### config.mk
export PLATFORM = sky130hd
export DESIGN_NAME = gregorian_date_adder
export DESIGN_NICKNAME = d
export VERILOG_FILES = /design/src/hdl/gda_pkg.sv /design/src/hdl/gda_ctrl.sv /design/src/hdl/gda_dp.sv /design/src/hdl/gregorian_date_adder.sv
export SDC_FILE = /design/constraint.sdc
export NUM_CORES = 1
export LEC_CHECK = 0
export BUFFER_PORTS_ARGS = -buffer_cell sky130_fd_sc_hd__buf_4
export CAP_MARGIN = 0
export CELL_PAD_IN_SITES_DETAIL_PLACEMENT = 1
export CELL_PAD_IN_SITES_GLOBAL_PLACEMENT = 1
export CORE_ASPECT_RATIO = 2
export CORE_MARGIN = 10
export CORE_UTILIZATION = 33
export DETAILED_ROUTE_END_ITERATION = 16
export PLACE_DENSITY_LB_ADDON = 0.2
export SLEW_MARGIN = 25
export SYNTH_ARGS = -nofsm -noshare
export SYNTH_HDL_FRONTEND = slang
export SYNTH_SLANG_ARGS = --single-unit
### constraint.sdc
create_clock -name i_clk -period 13.4 [get_ports i_clk]
set_input_delay 1.34 -clock i_clk [delete_from_list [all_inputs] [get_ports i_clk]]
set_output_delay 1.34 -clock i_clk [all_outputs]
set_load 0.1 [all_outputs]
### src/hdl/gda_pkg.sv
// Shared types, constants and calendar functions for the Gregorian date adder.
// Used by gda_ctrl, gda_dp and gregorian_date_adder. No other dependencies.
package gda_pkg;

    // Widths of the held year and of the usable part of the amount.
    localparam int YEAR_BITS   = 16;
    localparam int AMOUNT_BITS = 12;
    localparam int SUM_BITS    = ((YEAR_BITS > AMOUNT_BITS) ? YEAR_BITS : AMOUNT_BITS) + 1;

    // Port widths.
    localparam int DAY_W      = 5;
    localparam int MONTH_W    = 4;
    localparam int IN_YEAR_W  = 16;
    localparam int AMOUNT_W   = 12;
    localparam int CHECK_W    = ((YEAR_BITS > IN_YEAR_W) ? YEAR_BITS : IN_YEAR_W) + 1;

    typedef logic [YEAR_BITS-1:0]   t_year;
    typedef logic [AMOUNT_BITS-1:0] t_amt;
    typedef logic [SUM_BITS-1:0]    t_sum;
    typedef logic [DAY_W-1:0]       t_day;
    typedef logic [MONTH_W-1:0]     t_month;

    localparam t_year YEAR_MAX = '1;

    // Operation codes.
    localparam logic [1:0] MODE_SET    = 2'd0;
    localparam logic [1:0] MODE_DAYS   = 2'd1;
    localparam logic [1:0] MODE_MONTHS = 2'd2;
    localparam logic [1:0] MODE_YEARS  = 2'd3;

    // Calendar constants.
    localparam t_month MONTH_JAN       = 4'd1;
    localparam t_month MONTH_FEB       = 4'd2;
    localparam t_month MONTH_APR       = 4'd4;
    localparam t_month MONTH_JUN       = 4'd6;
    localparam t_month MONTH_SEP       = 4'd9;
    localparam t_month MONTH_NOV       = 4'd11;
    localparam t_month MONTH_DEC       = 4'd12;
    localparam t_month MONTHS_PER_YEAR = 4'd12;
    localparam t_day   DAY_FIRST       = 5'd1;
    localparam t_day   DAYS_FEB        = 5'd28;
    localparam t_day   DAYS_FEB_LEAP   = 5'd29;
    localparam t_day   DAYS_30         = 5'd30;
    localparam t_day   DAYS_31         = 5'd31;

    // Divisibility by 25 uses the multiplicative inverse of 25 modulo 2^32:
    // y is a multiple of 25 exactly when y * inverse (mod 2^n) <= (2^n - 1) / 25.
    localparam logic [31:0] INV25_32    = 32'd3264175145;
    localparam t_year       INV25       = INV25_32[YEAR_BITS-1:0];
    localparam t_year       DIV25_LIMIT = t_year'(YEAR_MAX / 25);

    // Division of the month amount by twelve: multiply by a scaled reciprocal,
    // then one correction step.
    localparam int DIV_SHIFT  = 20;
    localparam int RECIP_BITS = DIV_SHIFT - 3;
    localparam int PROD_BITS  = AMOUNT_BITS + RECIP_BITS;
    typedef logic [PROD_BITS-1:0] t_prod;
    localparam logic [RECIP_BITS-1:0] DIV_RECIP = RECIP_BITS'((1 << DIV_SHIFT) / 12);

    // Commands from the controller to the datapath.
    typedef struct packed {
        logic load;       // capture the request payload
        logic set_date;   // check and take the new date
        logic day_step;   // advance one day
        logic div_mul;    // amount times reciprocal of twelve
        logic div_fix;    // quotient and remainder correction
        logic year_q;     // add whole years of a month request
        logic mon_adv;    // advance the month, wrap into the next year
        logic spill;      // move excess days into the following month
        logic year_amt;   // add the amount to the year
        logic publish;    // load the output register
    } t_cmd;

    // Status from the datapath to the controller.
    typedef struct packed {
        logic cnt_zero;   // no day steps remain
        logic out_free;   // the output register can take a result
    } t_sts;

    function automatic logic leap_year(input t_year y);
        t_year p;
        p = y * INV25;
        return (y[1:0] == 2'b00) && ((p > DIV25_LIMIT) || (y[3:0] == 4'b0000));
    endfunction

    function automatic t_day month_len(input t_month m, input logic lp);
        if (m == MONTH_FEB) begin
            return lp ? DAYS_FEB_LEAP : DAYS_FEB;
        end else if (m inside {MONTH_APR, MONTH_JUN, MONTH_SEP, MONTH_NOV}) begin
            return DAYS_30;
        end
        return DAYS_31;
    endfunction

endpackage

### src/hdl/gda_ctrl.sv
// Sequencing state machine of the Gregorian date adder.
// Depends on gda_pkg for the command and status types and the operation codes.
module gda_ctrl (
    input  logic              i_clk,
    input  logic              i_rst_n,
    input  logic              i_in_valid,
    input  logic [1:0]        i_mode,
    input  gda_pkg::t_sts     i_sts,
    output gda_pkg::t_cmd     o_cmd,
    output logic              o_in_stall
);

    localparam logic [3:0] S_IDLE   = 4'd0;
    localparam logic [3:0] S_SET    = 4'd1;
    localparam logic [3:0] S_DAYS   = 4'd2;
    localparam logic [3:0] S_MDIV   = 4'd3;
    localparam logic [3:0] S_MREM   = 4'd4;
    localparam logic [3:0] S_MYEAR  = 4'd5;
    localparam logic [3:0] S_MMON   = 4'd6;
    localparam logic [3:0] S_MSPILL = 4'd7;
    localparam logic [3:0] S_YEARS  = 4'd8;
    localparam logic [3:0] S_FIN    = 4'd9;

    logic [3:0] r_state;
    logic [3:0] n_state;

    always_comb begin
        n_state = r_state;
        o_cmd   = '0;
        case (r_state)
            S_IDLE: begin
                if (i_in_valid) begin
                    o_cmd.load = 1'b1;
                    case (i_mode)
                        gda_pkg::MODE_SET:    n_state = S_SET;
                        gda_pkg::MODE_DAYS:   n_state = S_DAYS;
                        gda_pkg::MODE_MONTHS: n_state = S_MDIV;
                        default:              n_state = S_YEARS;
                    endcase
                end
            end
            S_SET: begin
                o_cmd.set_date = 1'b1;
                n_state        = S_FIN;
            end
            S_DAYS: begin
                if (i_sts.cnt_zero) begin
                    n_state = S_FIN;
                end else begin
                    o_cmd.day_step = 1'b1;
                end
            end
            S_MDIV: begin
                o_cmd.div_mul = 1'b1;
                n_state       = S_MREM;
            end
            S_MREM: begin
                o_cmd.div_fix = 1'b1;
                n_state       = S_MYEAR;
            end
            S_MYEAR: begin
                o_cmd.year_q = 1'b1;
                n_state      = S_MMON;
            end
            S_MMON: begin
                o_cmd.mon_adv = 1'b1;
                n_state       = S_MSPILL;
            end
            S_MSPILL: begin
                o_cmd.spill = 1'b1;
                n_state     = S_FIN;
            end
            S_YEARS: begin
                o_cmd.year_amt = 1'b1;
                n_state        = S_FIN;
            end
            S_FIN: begin
                if (i_sts.out_free) begin
                    o_cmd.publish = 1'b1;
                    n_state       = S_IDLE;
                end
            end
            default: begin
                n_state = S_IDLE;
            end
        endcase
    end

    assign o_in_stall = (r_state != S_IDLE);

    always_ff @(posedge i_clk) begin
        if (!i_rst_n) begin
            r_state <= S_IDLE;
        end else begin
            r_state <= n_state;
        end
    end

endmodule

### src/hdl/gda_dp.sv
// Datapath of the Gregorian date adder: date registers, shared saturating
// year adder, divide-by-twelve unit and the output register. Depends on gda_pkg.
module gda_dp (
    input  logic                     i_clk,
    input  logic                     i_rst_n,
    input  gda_pkg::t_cmd            i_cmd,
    output gda_pkg::t_sts            o_sts,
    input  logic [4:0]               i_new_day,
    input  logic [3:0]               i_new_month,
    input  logic [15:0]              i_new_year,
    input  logic [11:0]              i_amount,
    input  logic                     i_out_stall,
    output logic                     o_out_valid,
    output logic [4:0]               o_day_out,
    output logic [3:0]               o_month_out,
    output logic [15:0]              o_year_out,
    output logic                     o_invalid_date,
    output logic                     o_year_overflow
);

    gda_pkg::t_day   r_day,   n_day;
    gda_pkg::t_month r_month, n_month;
    gda_pkg::t_year  r_year,  n_year;
    gda_pkg::t_amt   r_amt,   n_amt;
    gda_pkg::t_day   r_nd,    n_nd;
    gda_pkg::t_month r_nm,    n_nm;
    logic [15:0]     r_ny,    n_ny;
    gda_pkg::t_prod  r_prod,  n_prod;
    gda_pkg::t_amt   r_q,     n_q;
    gda_pkg::t_month r_mon,   n_mon;
    logic            r_bad,   n_bad;
    logic            r_ovf,   n_ovf;
    logic            r_out_valid, n_out_valid;

    gda_pkg::t_sum   year_inc;
    gda_pkg::t_sum   year_sum;
    logic            year_sat;
    gda_pkg::t_year  year_new;
    gda_pkg::t_day   len_cur;
    gda_pkg::t_day   len_set;
    logic            set_ok;
    gda_pkg::t_amt   q0;
    gda_pkg::t_amt   rem0;
    logic [4:0]      msum;

    assign o_sts.cnt_zero = (r_amt == '0);
    assign o_sts.out_free = !r_out_valid || !i_out_stall;
    assign o_out_valid    = r_out_valid;

    // One saturating adder serves the year increments of month and year steps.
    always_comb begin
        if (i_cmd.year_q) begin
            year_inc = gda_pkg::t_sum'(r_q);
        end else if (i_cmd.year_amt) begin
            year_inc = gda_pkg::t_sum'(r_amt);
        end else begin
            year_inc = gda_pkg::t_sum'(1);
        end
        year_sum = gda_pkg::t_sum'(r_year) + year_inc;
        year_sat = year_sum > gda_pkg::t_sum'(gda_pkg::YEAR_MAX);
        year_new = year_sat ? gda_pkg::YEAR_MAX : gda_pkg::t_year'(year_sum);
    end

    always_comb begin
        len_cur = gda_pkg::month_len(r_month, gda_pkg::leap_year(r_year));
        len_set = gda_pkg::month_len(r_nm, gda_pkg::leap_year(gda_pkg::t_year'(r_ny)));
        set_ok  = (r_nm >= gda_pkg::MONTH_JAN) && (r_nm <= gda_pkg::MONTH_DEC) &&
                  (r_ny > 16'd1) &&
                  (gda_pkg::CHECK_W'(r_ny) <= gda_pkg::CHECK_W'(gda_pkg::YEAR_MAX)) &&
                  (r_nd >= gda_pkg::DAY_FIRST) && (r_nd <= len_set);
        q0      = gda_pkg::t_amt'(r_prod >> gda_pkg::DIV_SHIFT);
        rem0    = r_amt - gda_pkg::t_amt'(q0 * gda_pkg::t_amt'(gda_pkg::MONTHS_PER_YEAR));
        msum    = 5'(r_month) + 5'(r_mon);
    end

    always_comb begin
        n_day       = r_day;
        n_month     = r_month;
        n_year      = r_year;
        n_amt       = r_amt;
        n_nd        = r_nd;
        n_nm        = r_nm;
        n_ny        = r_ny;
        n_prod      = r_prod;
        n_q         = r_q;
        n_mon       = r_mon;
        n_bad       = r_bad;
        n_ovf       = r_ovf;
        n_out_valid = i_cmd.publish | (r_out_valid & i_out_stall);

        if (i_cmd.load) begin
            n_amt = gda_pkg::t_amt'(i_amount);
            n_nd  = i_new_day;
            n_nm  = i_new_month;
            n_ny  = i_new_year;
            n_bad = 1'b0;
            n_ovf = 1'b0;
        end

        if (i_cmd.set_date) begin
            if (set_ok) begin
                n_day   = r_nd;
                n_month = r_nm;
                n_year  = gda_pkg::t_year'(r_ny);
            end else begin
                n_bad = 1'b1;
            end
        end

        if (i_cmd.day_step) begin
            n_amt = r_amt - 1'b1;
            if ((6'(r_day) + 6'd1) > 6'(len_cur)) begin
                n_day = gda_pkg::DAY_FIRST;
                if (r_month >= gda_pkg::MONTH_DEC) begin
                    if (r_year == gda_pkg::YEAR_MAX) begin
                        // Last day of the largest year: hold there and stop.
                        n_day   = gda_pkg::DAYS_31;
                        n_month = gda_pkg::MONTH_DEC;
                        n_ovf   = 1'b1;
                        n_amt   = '0;
                    end else begin
                        n_month = gda_pkg::MONTH_JAN;
                        n_year  = r_year + 1'b1;
                    end
                end else begin
                    n_month = r_month + 1'b1;
                end
            end else begin
                n_day = r_day + 1'b1;
            end
        end

        if (i_cmd.div_mul) begin
            n_prod = gda_pkg::t_prod'(r_amt) * gda_pkg::t_prod'(gda_pkg::DIV_RECIP);
        end

        if (i_cmd.div_fix) begin
            // The scaled reciprocal may leave the quotient one short.
            if (rem0 >= gda_pkg::t_amt'(gda_pkg::MONTHS_PER_YEAR)) begin
                n_q   = q0 + 1'b1;
                n_mon = gda_pkg::t_month'(rem0 - gda_pkg::t_amt'(gda_pkg::MONTHS_PER_YEAR));
            end else begin
                n_q   = q0;
                n_mon = gda_pkg::t_month'(rem0);
            end
            // Twelve months or fewer are added as months, not split into years.
            if (r_amt <= gda_pkg::t_amt'(gda_pkg::MONTHS_PER_YEAR)) begin
                n_q   = '0;
                n_mon = gda_pkg::t_month'(r_amt);
            end
        end

        if (i_cmd.year_q || i_cmd.year_amt) begin
            n_year = year_new;
            n_ovf  = r_ovf | year_sat;
        end

        if (i_cmd.mon_adv) begin
            if (msum > 5'(gda_pkg::MONTHS_PER_YEAR)) begin
                n_month = gda_pkg::t_month'(msum - 5'(gda_pkg::MONTHS_PER_YEAR));
                n_year  = year_new;
                n_ovf   = r_ovf | year_sat;
            end else begin
                n_month = gda_pkg::t_month'(msum);
            end
        end

        if (i_cmd.spill) begin
            if (r_day > len_cur) begin
                n_day   = r_day - len_cur;
                n_month = r_month + 1'b1;
            end
        end
    end

    always_ff @(posedge i_clk) begin
        if (!i_rst_n) begin
            r_day       <= gda_pkg::DAY_FIRST;
            r_month     <= gda_pkg::MONTH_JAN;
            r_year      <= gda_pkg::t_year'(2000);
            r_out_valid <= 1'b0;
        end else begin
            r_day       <= n_day;
            r_month     <= n_month;
            r_year      <= n_year;
            r_out_valid <= n_out_valid;
        end
    end

    always_ff @(posedge i_clk) begin
        r_amt  <= n_amt;
        r_nd   <= n_nd;
        r_nm   <= n_nm;
        r_ny   <= n_ny;
        r_prod <= n_prod;
        r_q    <= n_q;
        r_mon  <= n_mon;
        r_bad  <= n_bad;
        r_ovf  <= n_ovf;
        if (i_cmd.publish) begin
            o_day_out       <= r_day;
            o_month_out     <= r_month;
            o_year_out      <= 16'(r_year);
            o_invalid_date  <= r_bad;
            o_year_overflow <= r_ovf;
        end
    end

endmodule

### src/hdl/gregorian_date_adder.sv
// Top level of the Gregorian date adder: controller, datapath and checks.
// Depends on gda_pkg, gda_ctrl and gda_dp.
//
// Usage: the block holds one date (day, month, year) and takes one request at
// a time on the input channel (i_in_valid / o_in_stall). A request is taken
// at a rising edge with i_in_valid high and o_in_stall low. The mode selects
// set date, add days, add months or add years. Every request returns exactly
// one result on the output channel (o_out_valid / i_out_stall): the date held
// after the operation, a flag for a rejected set and a flag for a year that
// saturated at its maximum.
// From acceptance, a request steps through its controller states up to S_FIN,
// which loads the result into the output register; days are stepped one per
// cycle by the day-step logic. A new request is taken once the controller is
// back in S_IDLE after the result is loaded, so the block does not take a
// new request before it is through with the last one.
// The output register decouples the sides: a request can be taken while the
// previous result still waits. When the receiver stalls, the result holds and
// the next result waits in the datapath until the register is free.
// Reset (synchronous, active low) sets the date to 1 January 2000 and drops
// o_out_valid; no operation is in progress afterwards.
module gregorian_date_adder (
    input  logic        i_clk,
    input  logic        i_rst_n,
    input  logic        i_in_valid,
    output logic        o_in_stall,
    input  logic [1:0]  i_mode,
    input  logic [4:0]  i_new_day,
    input  logic [3:0]  i_new_month,
    input  logic [15:0] i_new_year,
    input  logic [11:0] i_amount,
    output logic        o_out_valid,
    input  logic        i_out_stall,
    output logic [4:0]  o_day_out,
    output logic [3:0]  o_month_out,
    output logic [15:0] o_year_out,
    output logic        o_invalid_date,
    output logic        o_year_overflow
);

    gda_pkg::t_cmd cmd;
    gda_pkg::t_sts sts;

    // The controller sequences one request through its steps.
    gda_ctrl u_ctrl (
        .i_clk      (i_clk),
        .i_rst_n    (i_rst_n),
        .i_in_valid (i_in_valid),
        .i_mode     (i_mode),
        .i_sts      (sts),
        .o_cmd      (cmd),
        .o_in_stall (o_in_stall)
    );

    // The datapath holds the date and performs each step it is told to.
    gda_dp u_dp (
        .i_clk           (i_clk),
        .i_rst_n         (i_rst_n),
        .i_cmd           (cmd),
        .o_sts           (sts),
        .i_new_day       (i_new_day),
        .i_new_month     (i_new_month),
        .i_new_year      (i_new_year),
        .i_amount        (i_amount),
        .i_out_stall     (i_out_stall),
        .o_out_valid     (o_out_valid),
        .o_day_out       (o_day_out),
        .o_month_out     (o_month_out),
        .o_year_out      (o_year_out),
        .o_invalid_date  (o_invalid_date),
        .o_year_overflow (o_year_overflow)
    );

    // A result is only loaded into a free output register.
    a_publish_free: assert property (@(posedge i_clk) disable iff (!i_rst_n)
        cmd.publish |-> sts.out_free)
        else $error("result loaded over a waiting result");

    // After a request is taken, the block is busy in the next cycle.
    a_busy_after_accept: assert property (@(posedge i_clk) disable iff (!i_rst_n)
        (i_in_valid && !o_in_stall) |=> o_in_stall)
        else $error("request taken while the previous one was in progress");

    // A loaded result is presented in the next cycle.
    a_publish_shows: assert property (@(posedge i_clk) disable iff (!i_rst_n)
        cmd.publish |=> o_out_valid)
        else $error("loaded result not presented");

    // A returned date never has a zero day or month.
    a_date_nonzero: assert property (@(posedge i_clk) disable iff (!i_rst_n)
        o_out_valid |-> (o_day_out != 5'd0 && o_month_out != 4'd0))
        else $error("returned date has a zero field");

endmodule

# == Yosys cells after proc, flatten, opt, wreduce, memory -nomap -nowiden ==
# Cells that the tools add are included.
# classes
n_addsub,12
multipliers,4
magnitude_cmp,14
n_eq_ne,25
muxes,79
n_bitwise,4
reduce_logical,26
# ops
op,count
2-to-1 mux 16 bit,10
2-to-1 mux 12 bit,7
2-to-1 mux 5 bit,14
2-to-1 mux 4 bit,15
== test 4 x 3 -> 1 bit (second input constant),8
> comparator 16 x 12 -> 1 bit (second input constant),2
multiplier 16 x 15 -> 16 bit (second input constant),2
case mux 4 bit (8 select lines),1
2-to-1 mux 1 bit,30
multiplier 12 x 17 -> 29 bit (second input constant),1
== test 4 bit (second input constant),6
adder 16 x 12 -> 17 bit,1
> comparator 17 x 16 -> 1 bit (second input constant),1
adder 16 x 1 -> 16 bit (second input constant),1
== test 16 bit (second input constant),1
== test 4 x 2 -> 1 bit (second input constant),4
> comparator 16 x 1 -> 1 bit (second input constant),1
>= comparator 12 x 4 -> 1 bit (second input constant),1
less-or-equal comparator 12 x 4 -> 1 bit (second input constant),1
zero test 12 bit,1
zero test 4 bit,3
case mux 4 bit (3 select lines),1
nonzero test 4 bit,3
subtractor 12 x 1 -> 12 bit (second input constant),1
33 further kinds,48
# word_totals
ff_bits,139
input_bits,43
word_cells,184

# == Longest topological paths before layout ==
# depth
word_depth,18
ltp_mapped,28
depth_no_buf,27

# == By module ==
# Synthesis repeated with hierarchy kept, for this count alone.
# hier_totals
hier_cells,1363
hier_area_um2,12907.4
# modules_own_cells
module,n_inst,cells_per_inst,area_per_inst_um2,seq_area_each_um2
gda_dp,1,1299,12477.0,3173.0
gda_ctrl,1,64,430.4,80.1

# == Worst setup path before layout ==
# No wires, ideal clock.
# synth_timing
path_type,register to register
from,register u_dp.r_year[0]
to,register u_dp.r_year[5]
t_arrival_ns,6.185
t_required_ns,13.257
slack_ns,7.072
path_stages_with_launch,25
cell_sequence,dfxtp_1 > ha_1 > ha_1 > inv_1 > fa_1 > inv_1 > fa_1 > fa_1 > ha_1 > xor2_1 > xnor2_1 > xnor2_1 > xnor2_1 > nand2_1 > or4b_2 > o21ai_0 > a221oi_1 > ha_1 > o221a_2 > maj3_1 > and4_4 > nand2_4 > nor3_2 > a2111oi_4 > a2111oi_2
# synth_between
elab_chain_cells,13
elab_cells_between_ends,22
cone_classes,add/sub: 2; mul: 1; order compare: 3; eq/ne: 1; mux: 11; reduce/logical: 4
# synth_rtl
item,line,text
"start, declared",gda_dp.sv:23,"gda_pkg::t_year r_year, n_year;"
"start signal, assigned",gda_dp.sv:180,r_year <= gda_pkg::t_year'(2000);
"start signal, assigned",gda_dp.sv:185,r_year <= n_year;
multiplier 16 x 15 -> 16 bit,gda_pkg.sv:82,p = y * INV25;
> comparator 16 x 12 -> 1 bit,gda_pkg.sv:83,return (y[1:0] == 2'b00) && ((p > DIV25_LIMIT) || (y[3:0] == 4'b0000));
logical OR 1 bit,gda_pkg.sv:83,
logical AND 1 bit,gda_pkg.sv:83,
2-to-1 mux 1 bit,gda_pkg.sv:88,return lp ? DAYS_FEB_LEAP : DAYS_FEB;
2-to-1 mux 5 bit,gda_pkg.sv:87,if (m == MONTH_FEB) begin
2-to-1 mux 5 bit,gda_pkg.sv:92,return DAYS_31;
> comparator 6 x 5 -> 1 bit,gda_dp.sv:112,if ((6'(r_day) + 6'd1) > 6'(len_cur)) begin
2-to-1 mux 16 bit,gda_dp.sv:112,
2-to-1 mux 16 bit,gda_dp.sv:110,if (i_cmd.day_step) begin
2-to-1 mux 16 bit,gda_dp.sv:153,if (i_cmd.year_q || i_cmd.year_amt) begin
2-to-1 mux 16 bit,gda_dp.sv:159,if (msum > 5'(gda_pkg::MONTHS_PER_YEAR)) begin
2-to-1 mux 16 bit (*),gda_dp.sv:158,if (i_cmd.mon_adv) begin
# Mark *: on every way between the ends. The rest lies on a longest branch, timed or not.
# A chain may end at the register's enable or synchronous reset.

# == Final worst setup path ==
# layout_timing
from,register u_dp.r_year[0]
to,register u_dp.r_year[9]
# The elaborated chain is that of the path after synthesis.

==> impl_metrics.tcl <==
set metrics [dict create \
    synth_ff_type "edfxtp_1" \
    outcome "finished, final reports clean" \
    critPathRequiredTime_ns 13.76 \
    grt_overflow_total 0 \
    first_pass_grt_wire_length_um 63900 \
    synth_top_family_by_area "adder cells" \
    core.rowCount 101 \
    postSynthAreaPerCell_um2 9.76 \
    synth.top_cells.by_area "ha_1 (23%), edfxtp_1 (20%), fa_1 (12%)" \
    diodes 0 \
    maximum_capacitance_violations 0 \
    synthDistinctLibCells 79 \
    drt-total-wl_um 41200 \
    antenna_found_initial 0 \
    clk_root_buffer_cell "clkbuf_16" \
    cts_repair_resize_count 0 \
    design.final.nets 1738 \
    hp-start "u_dp.r_ovf" \
    floorplan.die.width_um 159 \
    vias_in_the_first_global_route 11300 \
    synth_area_in_compound_gates_pct 14.0 \
    postRouteAntennaNets 0 \
    path_max_fanout 14 \
    post-route-period-util_pct 55.6 \
    setup_total_negative_slack_ns 0 \
    cpMostUsedCell "ha_1" \
    kind_of_path_behind_the_tightest_hold_check "reg2reg" \
    worst_hold_path.endpoint "u_dp.o_year_overflow" \
    rsz0062_at_grt "no" \
    max_clock_freq_ghz 0.134 \
    post_synth_instance_area_mm2 0.0127 \
    cts_buffers 17 \
    synthesis.instances 1306 \
    area_grow_syn2layout_pct 13.9 \
    route.detailed.wl_per_inst_um 21.6 \
    synth_mux_area_share_pct 0.707 \
    leading_cell_types_by_count_after_synthesis "ha_1 (238), inv_1 (199), edfxtp_1 (87)" \
    drv_slew 0 \
    synthMostInstantiatedCell "ha_1" \
    yosysTopAreaCellShare_pct 23.4 \
    post_cts.repair.setup_buffers 0 \
    critical_path.slowest_cell "dfxtp_1" \
    worst_slack_ns 5.95 \
    startpoint_type "flop" \
    regToRegEndpoint "u_dp.r_year[9]" \
    synth_top_cell_by_area "ha_1" \
    clock_tree.htree_level_count 4 \
    post-dp-hpwl_um 34700 \
    path_clk_slew_ns 0.06 \
    final_util_pct 38.2 \
    finalHoldViolations 0 \
    synth_simple_gate_area_share_pct 12.1 \
    grt_total_usage_pct 17.4 \
    synth.yosys.warnings 0 \
    vias 9977 \
    end_kind "flop" \
    final.min_clock_period_ns 7.45 \
    max-slew-margin-rel_pct 37.1 \
    place.gp.congestion 0.891 \
    place_ws_ns 6.05 \
    layout-drive-gt1-share_pct 10.0 \
    synth-async-reset-ratio_pct 0 \
    fin_worst_skew_ns 0.0135 \
    hold_depth 0 \
    drt_drc_violations_left 0 \
    floorplan.core_area_mm2 0.0380 \
    tritoncts "built" \
    synth_adder_area_share_pct 35.1 \
    final.hold.worst_slack_ns 0.451 \
    postSynthRegisterBits 119 \
    worstSetupPathType "reg2reg" \
    regToRegSetupSlack_ns 5.95 \
    top_level_ports 72 \
    port-buffer-count 71 \
    synth_seq_area_share_pct 25.5 \
    slowest_delay_ns 0.65 \
    longest_clk_path_bufs 2 \
    die_area_mm2 0.0474 \
    r2r.worst_path.cells 24 \
    drt-vias-per-instance 5.22 \
    die_height_um 298 \
    initial_drc_count 342 \
    drt-pass1-iter-count 4 \
    regToRegStartpoint "u_dp.r_year[0]" \
    synth_edf_count 87 \
    clkLatencyLatePin_ns 0.45 \
    cts_hold_buf 0 \
    setup_viol_count_final 0 \
    synthesis.nets 1661 \
    worstMarginPinSlew_ns 0.940 \
    cts_num_sinks 119 \
    cp.arrival_ns 7.81 \
    floorplan.initialDensity_pct 33.5 \
    synth_xor_xnor_area_share_pct 5.84 \
    largest_net_degree_at_the_start_of_global_routing 26 \
    cp_cell_sequence "ha_1 -> ha_1 -> inv_1 -> fa_1 -> inv_1 -> fa_1 -> fa_1 -> ha_1 -> xor2_1 -> xnor2_1 -> xnor2_1 -> xnor2_1 -> nand2_1 -> or4b_2 -> o21ai_0 -> a221oi_1 -> ha_1 -> o221a_2 -> maj3_1 -> nand4_4 -> nor2_4 -> a311oi_1 -> o31a_1 -> a31oi_1" \
]
==> sequential cells by signal, indices dropped and copies added, names as in the netlist, 5 cells and up <==
name,count
u_dp.r_year,16
u_dp.r_amt,12
u_dp.o_day_out,5
u_dp.r_ny,16
u_dp.o_year_out,16
u_dp.r_q,10
u_dp.r_prod,9
u_dp.r_nd,5
u_dp.r_day,5
==> kinds of logic after synthesis <==
kind of cell / Yosys count
buf+inv: 224
simple gates: 296
compound gates: 259
fa+ha+maj: 314
mux: 9
flops: 119
xor+xnor: 85
==> placed cells by master (no fill, tap or decap), types with 17 or more instances in the layout <==
master,n
o21ai_0,61
xnor2_1,68
ha_1,238
nor3_1,26
nor2_1,68
xor2_1,17
fa_1,74
dfxtp_1,32
buf_4,82
edfxtp_1,87
nand3_1,29
inv_1,199
nand2_1,72
clkbuf_16,17
a21oi_1,57
==> stage by stage <==
stage	std cells	instance area [um^2]
after floorplan	1306	12700
after CTS	1911	14500
after global routing	1911	14500
after global placement	1878	13900
after detailed placement	1879	13900
final	1911	14500
==> worst max-delay path by stage <==
stage                   startpoint         endpoint  cells after the start
floorplan           u_dp.r_year[0]   u_dp.r_year[5]                     24
global placement    u_dp.r_year[0]   u_dp.r_amt[10]                     22
detailed placement  u_dp.r_year[0]  u_dp.r_year[10]                     24
CTS                 u_dp.r_year[0]   u_dp.r_year[9]                     24
global route        u_dp.r_year[0]   u_dp.r_year[9]                     25
finish              u_dp.r_year[0]   u_dp.r_year[9]                     24
==> worst max-delay path: cells and delay by family, from the launching register on <==
kind            cells  cell delay, ns
simple gates        4            1.40
compound gates      6            1.30
xor+xnor            4            0.82
flops               1            0.65
buf+inv             2            0.11
fa+ha+maj           8            3.07
==> final cells by class <==
class                      instances  area (um^2)
multi-input combinational        963         8660
sequential                       119         3250
inverter                         199          747
clock buffer                      20          447
timing repair buffer              83          643
clock inverter                    12          128
tap                              515          644
fill                            4353        23500
==> layer usage <==
layer	GRT usage, %	wire [um]	vias up
met3	2.09	582	53
li1	-	-	4781
met2	38.0	25800	121
met4	7.34	1560	0
met1	14.8	13300	5022
met5	0	0	-
Power is left out: the tool's default activity adds up to more than one toggle a clock period on the data nets, which glitch-free logic cannot reach.
